===== src/design/umkn_pkg.sv =====
// Shared types, constants and character functions of the match key normalizer.
package umkn_pkg;

  localparam int HOLD_DEPTH = 16;
  localparam int HOLD_AW = (HOLD_DEPTH > 1) ? $clog2(HOLD_DEPTH) : 1;
  localparam int HOLD_CW = $clog2(HOLD_DEPTH + 1);
  localparam int JOB_CPS = 4;

  localparam logic [20:0] FW_FIRST  = 21'h00FF01;
  localparam logic [20:0] FW_LAST   = 21'h00FF5E;
  localparam logic [20:0] FW_OFFSET = 21'h00FEE0;

  typedef logic [20:0] cp_t;

  typedef struct packed {
    cp_t [JOB_CPS-1:0] cps;
    logic [2:0]        cnt;
    logic              last;
  } job_t;

  typedef struct packed {
    logic [3:0][7:0] b;
    logic [2:0]      n;
  } enc_t;

  typedef enum logic {
    BK_RUN,
    BK_END
  } back_state_e;

  function automatic cp_t fold_cp(cp_t cp);
    cp_t r;
    r = cp;
    if (cp >= FW_FIRST && cp <= FW_LAST) begin
      r = cp - FW_OFFSET;
    end else begin
      case (cp) inside
        21'h003000: r = 21'h20;
        21'h003001, 21'h003002, 21'h0000B7: r = 21'h2C;
        21'h00300C, 21'h00300E, 21'h003010, 21'h003014: r = 21'h5B;
        21'h00300D, 21'h00300F, 21'h003011, 21'h003015: r = 21'h5D;
        21'h002010, 21'h002011, 21'h002012, 21'h002013,
        21'h002014, 21'h002015, 21'h002212: r = 21'h2D;
        21'h002018, 21'h002019: r = 21'h27;
        21'h00201C, 21'h00201D: r = 21'h22;
        default: r = cp;
      endcase
    end
    return r;
  endfunction

  function automatic enc_t utf8_encode(cp_t cp);
    enc_t e;
    e.b = '0;
    if (cp < 21'h80) begin
      e.n = 3'd1;
      e.b[0] = cp[7:0];
    end else if (cp < 21'h800) begin
      e.n = 3'd2;
      e.b[0] = {3'b110, cp[10:6]};
      e.b[1] = {2'b10, cp[5:0]};
    end else if (cp < 21'h10000) begin
      e.n = 3'd3;
      e.b[0] = {4'b1110, cp[15:12]};
      e.b[1] = {2'b10, cp[11:6]};
      e.b[2] = {2'b10, cp[5:0]};
    end else begin
      e.n = 3'd4;
      e.b[0] = {5'b11110, cp[20:18]};
      e.b[1] = {2'b10, cp[17:12]};
      e.b[2] = {2'b10, cp[11:6]};
      e.b[3] = {2'b10, cp[5:0]};
    end
    return e;
  endfunction

  function automatic logic is_sep(logic [7:0] b);
    logic r;
    case (b) inside
      8'h20, 8'h09, 8'h0D, 8'h0A, 8'h2C, 8'h3B, 8'h3A,
      8'h2E, 8'h2F, 8'h5C, 8'h2D, 8'h5F, 8'h7C, 8'h7E: r = 1'b1;
      default: r = 1'b0;
    endcase
    return r;
  endfunction

endpackage


===== src/design/umkn_front.sv =====
// Front end: UTF-8 decoder that turns accepted bytes into jobs of code points.
module umkn_front import umkn_pkg::*; (
  input  logic       clk_i,
  input  logic       rst_ni,
  input  logic       in_valid_i,
  input  logic [7:0] in_byte_i,
  input  logic       in_last_i,
  input  logic       q_full_i,
  output logic       in_stall_o,
  output logic       push_o,
  output job_t       job_o
);

  logic [7:0] pend_q [3];
  logic [7:0] pend_d [3];
  logic [1:0] pc_q, pc_d;
  logic [2:0] el_q, el_d;
  logic       mid_v;
  cp_t        mid;
  logic       rel;
  logic [2:0] n;
  logic       accept;

  assign in_stall_o = q_full_i;
  assign accept = in_valid_i && !q_full_i;

  always_comb begin
    pend_d = pend_q;
    pc_d = pc_q;
    el_d = el_q;
    mid_v = 1'b0;
    mid = '0;
    rel = 1'b0;
    if (pc_q == 2'd0 || in_byte_i[7:6] != 2'b10) begin
      rel = (pc_q != 2'd0);
      if (in_byte_i < 8'hC0) begin
        mid_v = 1'b1;
        mid = {13'd0, in_byte_i};
        pc_d = 2'd0;
        el_d = 3'd0;
      end else begin
        pend_d[0] = in_byte_i;
        pc_d = 2'd1;
        el_d = (in_byte_i >= 8'hF0) ? 3'd4 : ((in_byte_i >= 8'hE0) ? 3'd3 : 3'd2);
      end
    end else if ({1'b0, pc_q} + 3'd1 >= el_q) begin
      mid_v = 1'b1;
      case (el_q)
        3'd2: mid = {10'd0, pend_q[0][4:0], in_byte_i[5:0]};
        3'd3: mid = {5'd0, pend_q[0][3:0], pend_q[1][5:0], in_byte_i[5:0]};
        default: mid = {pend_q[0][2:0], pend_q[1][5:0], pend_q[2][5:0], in_byte_i[5:0]};
      endcase
      pc_d = 2'd0;
      el_d = 3'd0;
    end else begin
      pend_d[pc_q] = in_byte_i;
      pc_d = pc_q + 2'd1;
    end
  end

  always_comb begin
    job_o = '0;
    n = 3'd0;
    for (int j = 0; j < 3; j++) begin
      if (rel && j < int'(pc_q)) begin
        job_o.cps[n[1:0]] = {13'd0, pend_q[j]};
        n = n + 3'd1;
      end
    end
    if (mid_v) begin
      job_o.cps[n[1:0]] = mid;
      n = n + 3'd1;
    end
    for (int j = 0; j < 3; j++) begin
      if (in_last_i && j < int'(pc_d)) begin
        job_o.cps[n[1:0]] = {13'd0, pend_d[j]};
        n = n + 3'd1;
      end
    end
    job_o.cnt = n;
    job_o.last = in_last_i;
  end

  assign push_o = accept && (in_last_i || n != 3'd0);

  always_ff @(posedge clk_i or negedge rst_ni) begin
    if (!rst_ni) begin
      pc_q <= 2'd0;
      el_q <= 3'd0;
    end else if (accept) begin
      pc_q <= in_last_i ? 2'd0 : pc_d;
      el_q <= in_last_i ? 3'd0 : el_d;
    end
  end

  always_ff @(posedge clk_i) begin
    if (accept) begin
      pend_q <= pend_d;
    end
  end

endmodule


===== src/design/umkn_queue.sv =====
// Two-entry job queue between the decoder and the output sequencer.
module umkn_queue import umkn_pkg::*; (
  input  logic clk_i,
  input  logic rst_ni,
  input  logic push_i,
  input  job_t job_i,
  input  logic pop_i,
  output logic full_o,
  output logic valid_o,
  output job_t job_o
);

  job_t       mem_q [2];
  logic       wr_q, rd_q;
  logic [1:0] cnt_q;

  assign full_o = (cnt_q == 2'd2);
  assign valid_o = (cnt_q != 2'd0);
  assign job_o = mem_q[rd_q];

  always_ff @(posedge clk_i or negedge rst_ni) begin
    if (!rst_ni) begin
      wr_q <= 1'b0;
      rd_q <= 1'b0;
      cnt_q <= 2'd0;
    end else begin
      if (push_i) begin
        wr_q <= ~wr_q;
      end
      if (pop_i) begin
        rd_q <= ~rd_q;
      end
      cnt_q <= cnt_q + {1'b0, push_i} - {1'b0, pop_i};
    end
  end

  always_ff @(posedge clk_i) begin
    if (push_i) begin
      mem_q[wr_q] <= job_i;
    end
  end

endmodule


===== src/design/umkn_back.sv =====
// Back end: folding, whitespace collapse, encoding, separator holding and output register.
module umkn_back import umkn_pkg::*; (
  input  logic       clk_i,
  input  logic       rst_ni,
  input  logic       job_valid_i,
  input  job_t       job_i,
  output logic       pop_o,
  output logic       out_valid_o,
  input  logic       out_stall_i,
  output logic [7:0] out_byte_o,
  output logic       byte_present_o,
  output logic       key_end_o
);

  back_state_e st_q, st_d;

  logic [1:0]         i_q, i_d, k_q, k_d;
  logic               cs_q, cs_d, sw_q, sw_d, lead_q, lead_d;
  logic [7:0]         held_q [HOLD_DEPTH];
  logic [HOLD_AW-1:0] head_q, head_d, head_inc, tail;
  logic [HOLD_CW-1:0] hc_q, hc_d;
  logic [HOLD_CW:0]   tail_sum;
  logic               held_we;
  logic [HOLD_AW-1:0] held_wa;
  logic [7:0]         held_wd;
  logic               lbv_q, lbv_d;
  logic [7:0]         lb_q, lb_d;
  logic               ov_q, ob_present_q, oe_q;
  logic [7:0]         ob_q;
  logic               load, ld_present, ld_end;
  logic [7:0]         ld_byte;

  logic       free, run, ws, has_b, sep, emit, adv, fin, go_end;
  cp_t        fcp;
  enc_t       enc;
  logic [7:0] b, ev;
  logic [2:0] nb;

  assign free = !ov_q || !out_stall_i;
  assign run = (st_q == BK_RUN) && job_valid_i && free;

  always_comb begin
    fcp = fold_cp(job_i.cps[i_q]);
    ws = (fcp == 21'h20) || (fcp >= 21'h09 && fcp <= 21'h0D);
    if (fcp >= 21'h41 && fcp <= 21'h5A) begin
      fcp = fcp + 21'd32;
    end
    enc = utf8_encode(fcp);
    b = ws ? 8'h20 : enc.b[k_q];
    nb = ws ? 3'd1 : enc.n;
    has_b = !ws || (cs_q && !sw_q);
    sep = is_sep(b);
    head_inc = (head_q == HOLD_AW'(HOLD_DEPTH - 1)) ? '0 : head_q + 1'b1;
    tail_sum = (HOLD_CW + 1)'(head_q) + (HOLD_CW + 1)'(hc_q);
    if (tail_sum >= (HOLD_CW + 1)'(HOLD_DEPTH)) begin
      tail_sum = tail_sum - (HOLD_CW + 1)'(HOLD_DEPTH);
    end
    tail = tail_sum[HOLD_AW-1:0];
  end

  always_comb begin
    i_d = i_q;
    k_d = k_q;
    cs_d = cs_q;
    sw_d = sw_q;
    lead_d = lead_q;
    head_d = head_q;
    hc_d = hc_q;
    lbv_d = lbv_q;
    lb_d = lb_q;
    held_we = 1'b0;
    held_wa = tail;
    held_wd = b;
    emit = 1'b0;
    ev = b;
    adv = 1'b0;
    fin = 1'b0;
    go_end = 1'b0;
    pop_o = 1'b0;
    load = 1'b0;
    ld_byte = lb_q;
    ld_present = 1'b1;
    ld_end = 1'b0;
    if (run) begin
      if (job_i.cnt == 3'd0) begin
        fin = 1'b1;
      end else begin
        if (!has_b) begin
          adv = 1'b1;
        end else if (lead_q) begin
          if (!sep) begin
            emit = 1'b1;
            lead_d = 1'b0;
          end
          adv = 1'b1;
        end else if (sep) begin
          adv = 1'b1;
          held_we = 1'b1;
          if (hc_q == HOLD_CW'(HOLD_DEPTH)) begin
            emit = 1'b1;
            ev = held_q[head_q];
            held_wa = head_q;
            head_d = head_inc;
          end else begin
            hc_d = hc_q + 1'b1;
          end
        end else if (hc_q != '0) begin
          emit = 1'b1;
          ev = held_q[head_q];
          head_d = head_inc;
          hc_d = hc_q - 1'b1;
        end else begin
          emit = 1'b1;
          adv = 1'b1;
        end
        if (adv) begin
          if (k_q == 2'd0) begin
            if (ws) begin
              if (has_b) begin
                sw_d = 1'b1;
              end
            end else begin
              sw_d = 1'b0;
              cs_d = 1'b1;
            end
          end
          if ({1'b0, k_q} + 3'd1 >= nb) begin
            k_d = 2'd0;
            if ({1'b0, i_q} + 3'd1 >= job_i.cnt) begin
              i_d = 2'd0;
              fin = 1'b1;
            end else begin
              i_d = i_q + 2'd1;
            end
          end else begin
            k_d = k_q + 2'd1;
          end
        end
      end
      if (fin && !job_i.last) begin
        pop_o = 1'b1;
      end
      if (emit) begin
        if (!job_i.last) begin
          load = 1'b1;
          ld_byte = ev;
        end else if (fin) begin
          if (lbv_q) begin
            load = 1'b1;
            lb_d = ev;
            go_end = 1'b1;
          end else begin
            load = 1'b1;
            ld_byte = ev;
            ld_end = 1'b1;
            pop_o = 1'b1;
          end
        end else begin
          load = lbv_q;
          lb_d = ev;
          lbv_d = 1'b1;
        end
      end else if (fin && job_i.last) begin
        go_end = 1'b1;
      end
      if (fin && job_i.last) begin
        cs_d = 1'b0;
        sw_d = 1'b0;
        lead_d = 1'b1;
        hc_d = '0;
      end
    end else if (st_q == BK_END && free) begin
      load = 1'b1;
      ld_byte = lbv_q ? lb_q : 8'h00;
      ld_present = lbv_q;
      ld_end = 1'b1;
      lbv_d = 1'b0;
      pop_o = 1'b1;
    end
  end

  always_comb begin
    st_d = st_q;
    unique case (st_q)
      BK_RUN: if (go_end) begin
        st_d = BK_END;
      end
      BK_END: if (free) begin
        st_d = BK_RUN;
      end
      default: st_d = BK_RUN;
    endcase
  end

  always_ff @(posedge clk_i or negedge rst_ni) begin
    if (!rst_ni) begin
      st_q <= BK_RUN;
      i_q <= 2'd0;
      k_q <= 2'd0;
      cs_q <= 1'b0;
      sw_q <= 1'b0;
      lead_q <= 1'b1;
      head_q <= '0;
      hc_q <= '0;
      lbv_q <= 1'b0;
      ov_q <= 1'b0;
    end else begin
      st_q <= st_d;
      i_q <= i_d;
      k_q <= k_d;
      cs_q <= cs_d;
      sw_q <= sw_d;
      lead_q <= lead_d;
      head_q <= head_d;
      hc_q <= hc_d;
      lbv_q <= lbv_d;
      if (load) begin
        ov_q <= 1'b1;
      end else if (!out_stall_i) begin
        ov_q <= 1'b0;
      end
    end
  end

  always_ff @(posedge clk_i) begin
    lb_q <= lb_d;
    if (held_we) begin
      held_q[held_wa] <= held_wd;
    end
    if (load) begin
      ob_q <= ld_byte;
      ob_present_q <= ld_present;
      oe_q <= ld_end;
    end
  end

  assign out_valid_o = ov_q;
  assign out_byte_o = ob_q;
  assign byte_present_o = ob_present_q;
  assign key_end_o = oe_q;

endmodule


===== src/design/utf8_match_key_normalizer_unit.sv =====
// Top level of the UTF-8 match key normalizer.
// A key enters one byte per transfer with its last flag, and the normalized key leaves one
// byte per transfer; the final result of each key carries key_end, and a key whose last
// byte yields nothing ends with a bare end marker (byte_present low). The decoder takes a
// byte every cycle while its two-entry job queue has room. The output sequencer works
// through each code point, or each encoded byte of a multi-byte code point, in turn and
// releases held separators one at a time, so plain ASCII without held separators runs
// at one byte per cycle while the output is not stalled; the last step of a key can be
// followed by a step in the end state that marks its final byte after a later result is
// ruled out.
module utf8_match_key_normalizer_unit import umkn_pkg::*; (
  input  logic       clk_i,
  input  logic       rst_ni,
  input  logic       in_valid_i,
  output logic       in_stall_o,
  input  logic [7:0] in_byte_i,
  input  logic       in_last_i,
  output logic       out_valid_o,
  input  logic       out_stall_i,
  output logic [7:0] out_byte_o,
  output logic       byte_present_o,
  output logic       key_end_o
);

  logic q_full, q_push, q_pop, q_valid;
  job_t f_job, q_job;

  umkn_front u_front (
    .clk_i      (clk_i),
    .rst_ni     (rst_ni),
    .in_valid_i (in_valid_i),
    .in_byte_i  (in_byte_i),
    .in_last_i  (in_last_i),
    .q_full_i   (q_full),
    .in_stall_o (in_stall_o),
    .push_o     (q_push),
    .job_o      (f_job)
  );

  umkn_queue u_queue (
    .clk_i   (clk_i),
    .rst_ni  (rst_ni),
    .push_i  (q_push),
    .job_i   (f_job),
    .pop_i   (q_pop),
    .full_o  (q_full),
    .valid_o (q_valid),
    .job_o   (q_job)
  );

  umkn_back u_back (
    .clk_i          (clk_i),
    .rst_ni         (rst_ni),
    .job_valid_i    (q_valid),
    .job_i          (q_job),
    .pop_o          (q_pop),
    .out_valid_o    (out_valid_o),
    .out_stall_i    (out_stall_i),
    .out_byte_o     (out_byte_o),
    .byte_present_o (byte_present_o),
    .key_end_o      (key_end_o)
  );

  a_no_overflow: assert property (@(posedge clk_i) disable iff (!rst_ni)
    q_full |-> !q_push) else $error("job queue written while full");

  a_no_underflow: assert property (@(posedge clk_i) disable iff (!rst_ni)
    q_pop |-> q_valid) else $error("job queue read while empty");

  a_marker_ends_key: assert property (@(posedge clk_i) disable iff (!rst_ni)
    out_valid_o && !byte_present_o |-> key_end_o)
    else $error("bare marker without key end");

  a_job_size: assert property (@(posedge clk_i) disable iff (!rst_ni)
    q_push |-> (f_job.cnt <= 3'd4) && (f_job.cnt != 3'd0 || f_job.last))
    else $error("malformed job");

endmodule

===== config.mk =====
export PLATFORM = sky130hd
export DESIGN_NAME = utf8_match_key_normalizer_unit
export DESIGN_NICKNAME = d
export VERILOG_FILES = /design/src/design/umkn_pkg.sv /design/src/design/umkn_front.sv /design/src/design/umkn_queue.sv /design/src/design/umkn_back.sv /design/src/design/utf8_match_key_normalizer_unit.sv
export SDC_FILE = /design/constraint.sdc
export NUM_CORES = 1
export LEC_CHECK = 0
export ABC_CLOCK_PERIOD_IN_PS = 13100
export BUFFER_PORTS_ARGS = -buffer_cell sky130_fd_sc_hd__buf_2
export CAP_MARGIN = 0
export CORE_MARGIN = 2
export CORE_UTILIZATION = 45
export DETAILED_ROUTE_END_ITERATION = 12
export PLACE_DENSITY = 0.64
export REMOVE_ABC_BUFFERS = 1
export SYNTH_ARGS = -nofsm -noshare
export SYNTH_HDL_FRONTEND = slang
export SYNTH_HIERARCHICAL = 1
export SYNTH_SLANG_ARGS = --single-unit

===== constraint.sdc =====
create_clock -name clk_i -period 13.1 [get_ports clk_i]
set_input_delay 0 -clock clk_i [delete_from_list [all_inputs] [get_ports clk_i]]
set_output_delay 0 -clock clk_i [all_outputs]
set_load 0.02 [all_outputs]

==> flow_summary.ini, run 1 <==
[route]
num_vias = 14700
drtPass1Iterations = 6
totalWireLength_um = 54600
vias_per_cell = 6.31
drtIter0Drc = 1880
antenna_left = 0
post-route-drc-count = 0
routedWlPerCell_um = 23.4

[synth]
synth_xor_area_frac = 0.00821
async_flop_share = 0.0749
postSynthCellCount = 1688
ys_types = 107
synth-simple-area-share = 0.127
yosys_register_bits = 374
synth_flop_cell = edfxtp_1
yosys_warnings = 6
post_synth_fa_ha_maj_area_fraction = 0.0321
yosysSeqAreaShare = 0.528
synth_top_family_by_area = multiplexers
synth_compound_area_frac = 0.122
synth_mux_area_frac = 0.152
syn_area_um2 = 21000
syn_avg_cell_area_um2 = 12.5
synth_edf_count = 346

[hold_path]
hp-class = input port to asynchronous set/reset pin

[worst_setup_path]
cp_cell_sequence = buf_4 > mux2_2 > mux4_2 > nor4_4 > nand4_1 > nor3_1 > nor3_1 > and2_1 > inv_1 > ha_1 > inv_1 > a211o_1 > nor4_4 > o2111ai_1 > o211a_1 > nor4_2 > nor2_2 > inv_1 > a2111o_1 > o211ai_2 > o31ai_2 > or3_1 > mux2i_1 > nor2_1
start_kind = register
worst-path-buf-inv = 4
crit_top_cell = inv_1
path_delay_family = simple AND/OR/NAND/NOR gates
cp_slowest_cell = nor2_1
crit_path_max_incr_delay_ps = 900
crit_required_ps = 13240
crit_path_end_kind = register
cp.arrival_ps = 9880
crit_type = register to register
critPathMaxFanout = 50

[placed_design]
place_inst = 2247
routabilityCongestion = 0.920
post-place-ws_ps = 3560
numPortBuffers = 24
hpwl_um = 37000

[timing]
slew_violations = 0
worst_pin_slew_ps = 1210
rsz0062_at_grt = no
fmax_mhz = 103
fin_crit_sh = 0.743
worst_slack_ps = 3370
final.min_clock_period_ps = 9730
fin_skew_ps = 11.0
setup-tns-final_ps = 0
setup_viol = 0
hold_violations = 0
slew_headroom = 0.194

[clock_network]
numCtsBuffers = 39
root_buffer = clkbuf_16
cts_tree = yes
clk_pin_slew_worst_paths_ps = 60
hold_buffers = 12
cts_buffer_depth = 3
clock_latency_ps = 530
post_cts_buffers = 0
cts_num_sinks = 374
cts.htree.levels = 2
cts_resized = 0

[floorplan]
core_area_um2 = 46400
die_area_um2 = 48500
ios = 25
num_rows = 79
die_height_um = 220
die_w_um = 220
start_util = 0.453

[global_routing]
grt.overflow.total = 0
grt_pass1_vias = 14100
grt_max_degree = 76
grt_first_pass_wirelength_um = 84100
antenna_found_initial = 0
grt_usage = 0.227

[final_layout]
fin_nets = 1758
fillers = 3981
drive_gt1_frac = 0.187
instances_no_fill = 2329
final_util = 0.495
area_delta_synth_final_pct = 9.27

[status]
status = finished, final reports clean

[flow_run]
max_cap_violations = 0

[pwr]
power_density_nw_per_um2 = 249
ir_drop_mv = 0.182
total_leakage_power_nw = 8.05
[area by class of cell]
type | count | area, um^2 | share of cell area
flip-flops and latches | 374 | 11100 | 0.483
multi-input cells | 1163 | 9290 | 0.404
clock buffers | 45 | 998 | 0.0435
well taps | 607 | 759 | 0.0331
repair buffers | 53 | 368 | 0.0160
inverters | 62 | 233 | 0.0101
clock inverters | 24 | 226 | 0.00986
diodes | 1 | 2.50 | 0.000109
[cell families (layout without fill, tap and decap cells)]
family / count (synthesis) / count (layout)
muxes: 223 / 223
adders and majority gates: 53 / 53
and+or+nand+nor: 528 / 528
xor gates and xnor gates: 18 / 18
DFF: 374 / 374
AOI/OAI and AO/OA: 341 / 341
other: 0 / 1
buffers and inverters: 151 / 184
[worst register-to-register path, stage by stage, from the launching register on]
cell and delay [ps]:
dfrtp_4 880, buf_4 680, mux2_2 420, mux4_2 600, nor4_4 320, nand4_1 460, nor3_1 460, nor3_1 160
and2_1 260, inv_1 170, ha_1 260, inv_1 60, a211o_1 260, nor4_4 340, o2111ai_1 200, o211a_1 180
nor4_2 420, nor2_2 150, inv_1 490, a2111o_1 220, o211ai_2 130, o31ai_2 820, or3_1 350, mux2i_1 180
nor2_1 900
[final timing paths]
kind	startpoint	to	slack (ps)	cells after the start
min in group clk_i	in_byte_i[6]	u_queue/mem_q[1][76]$_DFFE_PP_	290	4
hold / removal	rst_ni	u_back/hc_q[3]$_DFFE_PN0P_	50	2
hold reg to reg	u_back/cs_q$_DFFE_PN0P_	u_back/cs_q$_DFFE_PN0P_	480	1
setup / recovery	u_queue/rd_q$_DFFE_PN0P_	u_back/held_q[14][6]$_DFFE_PP_	3370	24
max in group asynchronous	rst_ni	u_queue/rd_q$_DFFE_PN0P_	12510	2
setup reg to reg	u_queue/rd_q$_DFFE_PN0P_	u_back/held_q[14][6]$_DFFE_PP_	3370	24
[placed cells by master (no fill, tap or decap), types with 8 or more instances in the layout]
| master | netlist | routed |
|---|---|---|
| a211oi_1 | 10 | 10 |
| mux2i_1 | 43 | 43 |
| and3_1 | 11 | 11 |
| a31oi_1 | 29 | 29 |
| a22o_1 | 15 | 15 |
| ha_1 | 50 | 50 |
| inv_1 | 59 | 59 |
| nand2_1 | 148 | 148 |
| o22ai_1 | 13 | 13 |
| a22oi_1 | 13 | 13 |
| nor2b_1 | 19 | 18 |
| xor2_1 | 8 | 8 |
| o21a_1 | 13 | 13 |
| buf_4 | 4 | 17 |
| nor4_1 | 9 | 9 |
| nand4_1 | 24 | 24 |
| clkbuf_16 | 0 | 39 |
| xnor2_1 | 9 | 9 |
| mux4_2 | 61 | 61 |
| dfrtp_1 | 27 | 25 |
| clkinv_1 | 2 | 11 |
| nand3_1 | 35 | 35 |
| nor2_1 | 141 | 141 |
| edfxtp_1 | 346 | 346 |
| nor3_1 | 33 | 33 |
| buf_2 | 27 | 24 |
| a21o_1 | 23 | 23 |
| or3_1 | 15 | 15 |
| nand2b_1 | 21 | 21 |
| dlygate4sd3_1 | 0 | 12 |
| and2_1 | 20 | 19 |
| o211ai_1 | 35 | 35 |
| mux2_2 | 106 | 106 |
| o21ai_0 | 46 | 46 |
| mux2_4 | 11 | 11 |
| or2_2 | 8 | 8 |
| a21oi_1 | 35 | 35 |
[through the flow]
step	total power, mW	instance area, um^2	hold slack, ps
3_5_place_dp	4.61	21600	96.4
4_1_cts	5.70	23000	51.1
2_1_floorplan	3.84	20600	-296
6_report	5.71	23000	54.8
3_3_place_gp	4.59	21600	86.6
5_1_grt	6.03	23000	122
[where the power goes]
group	total, mW	switching, mW	internal, mW
registers	1.91	0.169	1.74
logic	2.72	1.71	1.01
clock network	1.08	0.452	0.627
[sequential cells by signal, indices dropped and copies added (netlist names)]
register and cells:
u_queue/wr_q 1, u_back/st_q 1, u_back/k_q 2, u_back/i_q 2, u_back/key_end_o 1, u_back/head_q 4, u_front/pend_q 24, u_queue/cnt_q 2
u_back/out_byte_o 8, u_back/sw_q 1, u_front/pc_q 2, u_back/lbv_q 1, u_back/held_q 128, u_back/out_valid_o 1, u_back/hc_q 5, u_back/cs_q 1
u_back/byte_present_o 1, u_back/lead_q 1, u_front/el_q 3, u_queue/rd_q 1, u_queue/mem_q 176, u_back/lb_q 8
[routing by layer]
metal | up-vias | wire length (um) | track usage
li1 | 6580 | - | -
met1 | 7317 | 23900 | 0.334
met2 | 700 | 25200 | 0.355
met3 | 101 | 4110 | 0.0282
met4 | 0 | 1360 | 0.0651
met5 | - | 0 | 0
[synth_stat cells, types with 8 or more instances]
master    instances  area share
edfxtp_1        346        0.49
nand2_1         148       0.026
nor2_1          141       0.025
mux2_2          106       0.057
mux4_2           61       0.065
inv_1            59       0.011
ha_1             50       0.030
clkbuf_1         46      0.0082
o21ai_0          46       0.011
mux2i_1          43       0.020
a21oi_1          35      0.0083
nand3_1          35      0.0083
o211ai_1         35       0.012
nor3_1           33      0.0079
a31oi_1          29      0.0086
buf_2            27      0.0064
dfrtp_1          27       0.032
nand4_1          24      0.0071
a21o_1           23      0.0082
nand2b_1         21      0.0063
and2_1           20      0.0060
nor2b_1          19      0.0057
a22o_1           15      0.0063
or3_1            15      0.0045
a22oi_1          13      0.0046
o21a_1           13      0.0046
o22ai_1          13      0.0039
and3_1           11      0.0033
mux2_4           11      0.0079
a211oi_1         10      0.0036
nor4_1            9      0.0027
xnor2_1           9      0.0038
or2_2             8      0.0024
xor2_1            8      0.0033
No activity file was read; power rests on OpenSTA's default activity.
==> inputs of run 2 (changes only) <==
--- a/config.mk
+++ b/config.mk
@@ -5,13 +5,14 @@
 export SDC_FILE = /design/constraint.sdc
 export NUM_CORES = 1
 export LEC_CHECK = 0
-export ABC_CLOCK_PERIOD_IN_PS = 13100
+export ABC_AREA = 1
+export ABC_CLOCK_PERIOD_IN_PS = 8600
 export BUFFER_PORTS_ARGS = -buffer_cell sky130_fd_sc_hd__buf_2
 export CAP_MARGIN = 0
 export CORE_MARGIN = 2
 export CORE_UTILIZATION = 45
 export DETAILED_ROUTE_END_ITERATION = 12
-export PLACE_DENSITY = 0.64
+export PLACE_DENSITY = 0.66
 export REMOVE_ABC_BUFFERS = 1
 export SYNTH_ARGS = -nofsm -noshare
 export SYNTH_HDL_FRONTEND = slang
==> constraint.sdc (replaced) <==
create_clock -name clk_i -period 8.6 [get_ports clk_i]
set_input_delay 0 -clock clk_i [delete_from_list [all_inputs] [get_ports clk_i]]
set_output_delay 0 -clock clk_i [all_outputs]
set_load 0.02 [all_outputs]
==> flow_summary.ini, run 2 <==
[floorplan]
die_w_um = 227
ios = 25
die_area_um2 = 51600
die_height_um = 227
num_rows = 81
core_area_um2 = 49100
start_util = 0.457

[route]
totalWireLength_um = 62800
vias_per_cell = 5.46
drtIter0Drc = 1795
antenna_left = 0
routedWlPerCell_um = 18.1
num_vias = 18900
post-route-drc-count = 0
drtPass1Iterations = 6

[final_layout]
fin_nets = 2829
area_delta_synth_final_pct = 9.59
regMostFlops = u_queue/mem_q
final_cell_mix = 757 x nand2_1, 346 x edfxtp_1, 310 x nor2_1
final_common_cell = nand2_1
largest_registers = u_queue/mem_q x176, u_back/held_q x128, u_front/pend_q x24
antenna-diode-count = 0
drive_gt1_frac = 0.0823
fillers = 4715
largest_reg_flops = 176

[synth]
async_flop_share = 0.0749
yosysSeqAreaShare = 0.495
syn_area_um2 = 22400
synth_edf_count = 346
synth_top_area_share = 0.463
synthTopCellsByCount = 757 x nand2_1, 346 x edfxtp_1, 312 x nor2_1, 300 x inv_1, 275 x o21ai_0
yosysTopAreaCell = edfxtp_1
yosys_warnings = 6
ys_types = 60
synth_most_common_cell = nand2_1
syn_avg_cell_area_um2 = 8.14
yosys_register_bits = 374
synth_flop_cell = edfxtp_1
postSynthCellCount = 2754
synthTopCellsByArea = edfxtp_1 46%, nand2_1 13%, o21ai_0 6.1%, nor2_1 5.2%, nand3_1 5.0%

[timing]
fmax_mhz = 130
whs_ps = -6.74
setup_viol = 0
hold_violations = 3
worst_pin_slew_ps = 1160
fin_crit_sh = 0.894
setup-tns-final_ps = 0
final.min_clock_period_ps = 7690
fin_skew_ps = 25.5
rsz0062_at_grt = no
slew_headroom = 0.228
slew_violations = 0

[clock_network]
root_buffer = clkbuf_16
clock_latency_ps = 570
cts_buffer_depth = 3
cts_resized = 0
numCtsBuffers = 41
post_cts_buffers = 0
cts_tree = yes
cts_num_sinks = 374
clk_pin_slew_worst_paths_ps = 60
hold_buffers = 8
cts.htree.levels = 2

[placed_design]
numPortBuffers = 24
routabilityCongestion = 0.933
hpwl_um = 45400

[pwr]
total_leakage_power_nw = 10.3
power_density_nw_per_um2 = 400
ir_drop_mv = 0.228

[global_routing]
grt_pass1_vias = 17900
antenna_found_initial = 0
grt.overflow.total = 0
grt_usage = 0.244
grt_first_pass_wirelength_um = 98700
grt_max_degree = 68

[worst_setup_path]
r2r-start = u_queue/rd_q$_DFFE_PN0P_
rr_worst_depth = 43
crit_path_max_incr_delay_ps = 820
crit_path_end_kind = register
rrSetupSlack_ps = 910
r2r_end = u_queue/cnt_q[1]$_DFF_PN0_
start_kind = register
critPathMaxFanout = 65
crit_top_cell = nand2_1
crit_required_ps = 9060
crit_type = register to register
cp.arrival_ps = 8150
cp_slowest_cell = dfrtp_4

[status]
status = finished with violations
violations = hold timing

[hold_path]
hp-class = input port to asynchronous set/reset pin

[flow_run]
max_cap_violations = 0
==> run 2: kinds of logic after synthesis <==
logic type,Yosys count,share of synthesized area
xor gates and xnor gates,9,0.00385
adders and majority gates,52,0.0297
buffers and inverters,423,0.0783
AOI/OAI and AO/OA,484,0.122
DFF,374,0.495
and+or+nand+nor,1412,0.271
==> run 2: metal layers <==
layer | share of wire | track usage
met5 | 0 | 0
met2 | 0.49 | 0.427
met3 | 0.054 | 0.0287
met1 | 0.42 | 0.314
met4 | 0.033 | 0.0854
==> run 2: final cells by class <==
cell class                      instances  area, um^2  area share
Clock buffer                           47        1050      0.0427
Clock inverter                         28         328      0.0133
Inverter                              336        1270      0.0515
Multi-Input combinational cell       1957        9580       0.390
Sequential cell                       374       11100       0.452
Tap cell                              664         831      0.0338
Timing Repair Buffer                   54         415      0.0169
==> run 2: through the flow <==
step / instances / cell area [um^2] / total power, mW / setup slack [ps] / util
2_1_floorplan: 2667 / 21900 / 6.39 / -36.7 / -
3_3_place_gp: 3377 / 23100 / 7.93 / 1080 / 0.471
3_5_place_dp: 3377 / 23100 / 8.01 / 1040 / 0.471
4_1_cts: 3460 / 24600 / 9.83 / 1000 / 0.501
5_1_grt: 3460 / 24600 / 10.6 / 5.54 / 0.501
6_report: 3460 / 24600 / 9.82 / 912 / 0.501
==> run 2: how the worst max path moves through the flow <==
| stage | from | to | slack, ps | cells after the start |
|---|---|---|---|---|
| finish | u_queue/rd_q$_DFFE_PN0P_ | u_queue/cnt_q[1]$_DFF_PN0_ | 910 | 43 |
| detailed placement | u_queue/rd_q$_DFFE_PN0P_ | u_queue/cnt_q[1]$_DFF_PN0_ | 1040 | 43 |
| global route | u_queue/rd_q$_DFFE_PN0P_ | u_back/held_q[7][7]$_DFFE_PP_ | 6 | 43 |
| floorplan | u_front/pc_q[0]$_DFFE_PN0P_ | u_queue/mem_q[0][0]$_DFFE_PP_ | -40 | 28 |
| global placement | u_queue/rd_q$_DFFE_PN0P_ | u_queue/cnt_q[1]$_DFF_PN0_ | 1080 | 43 |
| CTS | u_queue/rd_q$_DFFE_PN0P_ | u_back/held_q[7][7]$_DFFE_PP_ | 1000 | 43 |
==> run 2: power breakdown <==
group	internal, mW	leakage, nW	switching (mW)
Clock	1.04	0.652	0.746
Combinational	1.36	6.09	3.80
Sequential	2.66	3.57	0.215
Total	5.06	10.3	4.76
==> run 2: critical path: cells and delay by family (launching register included) <==
kind                     cells  cell delay [ps]
AND/OR/NAND/NOR             28             3770
buffers and inverters        8             1330
adder cells (fa/ha/maj)      4              960
flip-flops                   1              820
AO/OA/AOI/OAI                3              630
==> inputs of run 3 (changes only) <==
--- a/config.mk
+++ b/config.mk
@@ -5,7 +5,6 @@
 export SDC_FILE = /design/constraint.sdc
 export NUM_CORES = 1
 export LEC_CHECK = 0
-export ABC_AREA = 1
 export ABC_CLOCK_PERIOD_IN_PS = 8600
 export BUFFER_PORTS_ARGS = -buffer_cell sky130_fd_sc_hd__buf_2
 export CAP_MARGIN = 0
==> flow_summary.ini, run 3 (synthesis gave the netlist of run 1 again) <==
[clock_network]
cts_num_sinks = 374
clk_pin_slew_worst_paths_ps = 60
cts.htree.levels = 2
clock_latency_ps = 570
root_buffer = clkbuf_16
numCtsBuffers = 40
cts_tree = yes
cts_buffer_depth = 3

[timing]
final.min_clock_period_ps = 8150
fin_skew_ps = 17.3
fmax_mhz = 123
setup-tns-final_ps = 0
setup_viol = 0
hold_violations = 0
worst_pin_slew_ps = 1210
slew_headroom = 0.189
slew_violations = 0
fin_crit_sh = 0.947

[final_layout]
final_util = 0.502
final_cell_mix = 346 x edfxtp_1, 148 x nand2_1, 141 x nor2_1
largest_registers = u_queue/mem_q x176, u_back/held_q x128, u_front/pend_q x24
regMostFlops = u_queue/mem_q
area_delta_synth_final_pct = 10.8
final_common_cell = edfxtp_1
fin_nets = 1784
fillers = 3976
drive_gt1_frac = 0.205
antenna-diode-count = 0
largest_reg_flops = 176

[global_routing]
antenna_found_initial = 1
grt_usage = 0.227
met2_usage = 0.366
grt_first_pass_wirelength_um = 83800
grt.overflow.total = 0
top_usage_layer = met2
grt_max_degree = 47
grt_pass1_vias = 14300
grt_util_met1 = 0.314
grt_util_met3 = 0.0309

[floorplan]
core_area_um2 = 46400
die_height_um = 220
die_area_um2 = 48500
ios = 25
die_w_um = 220
start_util = 0.453
num_rows = 79

[placed_design]
numPortBuffers = 24
hpwl_um = 38200
routabilityCongestion = 0.928

[worst_setup_path]
startpoint = u_queue/rd_q$_DFFE_PN0P_
crit_type = register to register
rrSetupSlack_ps = 450
r2r-start = u_queue/rd_q$_DFFE_PN0P_
cp.arrival_ps = 8640
r2r_end = u_back/hc_q[4]$_DFFE_PN0P_
crit_path_max_incr_delay_ps = 630
crit_path_end_kind = register
critPathMaxFanout = 15
rr_worst_depth = 34
path_delay_family = compound AO/OA/AOI/OAI gates
cp_slowest_cell = mux4_2
worst-path-buf-inv = 7
cp.depth = 34
crit_top_cell = inv_1
start_kind = register
cp-endpoint = u_back/hc_q[4]$_DFFE_PN0P_
crit_required_ps = 9100

[route]
antenna_left = 0
vias_per_cell = 6.27
post-route-drc-count = 0
routedWlPerCell_um = 23.3
num_vias = 14800
totalWireLength_um = 54900
drtPass1Iterations = 6
drtIter0Drc = 1761

[flow_run]
max_cap_violations = 0

[pwr]
total_leakage_power_nw = 8.21
ir_drop_mv = 0.221
power_density_nw_per_um2 = 382

[hold_path]
hp-class = input port to asynchronous set/reset pin

[status]
status = finished, final reports clean
-- run 3: worst min-delay path by stage --
stage                                  endpoint  slack (ps)  depth (start not counted)
floorplan               u_back/cs_q$_DFFE_PN0P_        -300                          0
global placement    u_front/el_q[1]$_DFFE_PN0P_          70                          1
detailed placement  u_front/el_q[2]$_DFFE_PN0P_          80                          1
CTS                 u_front/pc_q[1]$_DFFE_PN0P_          10                          2
global route            u_back/sw_q$_DFFE_PN0P_          60                          2
finish              u_front/pc_q[1]$_DFFE_PN0P_          10                          2
-- run 3: routing by layer --
layer,part of all wire,vias to the layer above
met3,0.072,162
li1,-,6633
met4,0.038,0
met1,0.43,7264
met2,0.46,692
met5,0,-
-- run 3: worst register-to-register path: cells and delay by family (launching register included) --
kind / cells / cell delay (ps)
DFF: 1 / 600
AOI/OAI and AO/OA: 13 / 3230
muxes: 3 / 1290
adders and majority gates: 3 / 720
and+or+nand+nor: 8 / 1290
buffers and inverters: 7 / 980
-- run 3: per-stage QoR --
step | instance area [um^2] | setup WS [ps] | hold slack [ps] | std cells | total power [mW]
finish | 23300 | 453 | 12.8 | 2352 | 8.90
global route | 23300 | -4.44 | 62.4 | 2352 | 9.39
CTS | 23200 | 360 | 12.5 | 2345 | 8.85
detailed placement | 21800 | 392 | 82.7 | 2266 | 7.16
global placement | 21800 | 500 | 70.2 | 2266 | 7.11
floorplan | 20600 | -582 | -296 | 1599 | 5.84
-- run 3: final cells by class --
class                   count  area (um^2)  share of cell area
clock inverters            24          233             0.00999
inverters                  62          233             0.00999
flip-flops and latches    374        11100               0.476
multi-input cells        1163         9310               0.400
repair buffers             78          636              0.0273
well taps                 607          759              0.0326
clock buffers              44         1030              0.0440
-- run 3: what timing repair did --
item,CTS,global route
hold buffers,11,0
buffers inserted,0,7
hold endpoints to repair,56,0
setup endpoints to repair,0,106
gates resized for setup,0,4
-- run 3: power breakdown --
group          internal [mW]  switching (mW)
sequential              2.65           0.217
clock                  0.956           0.716
combinational           1.66            2.70
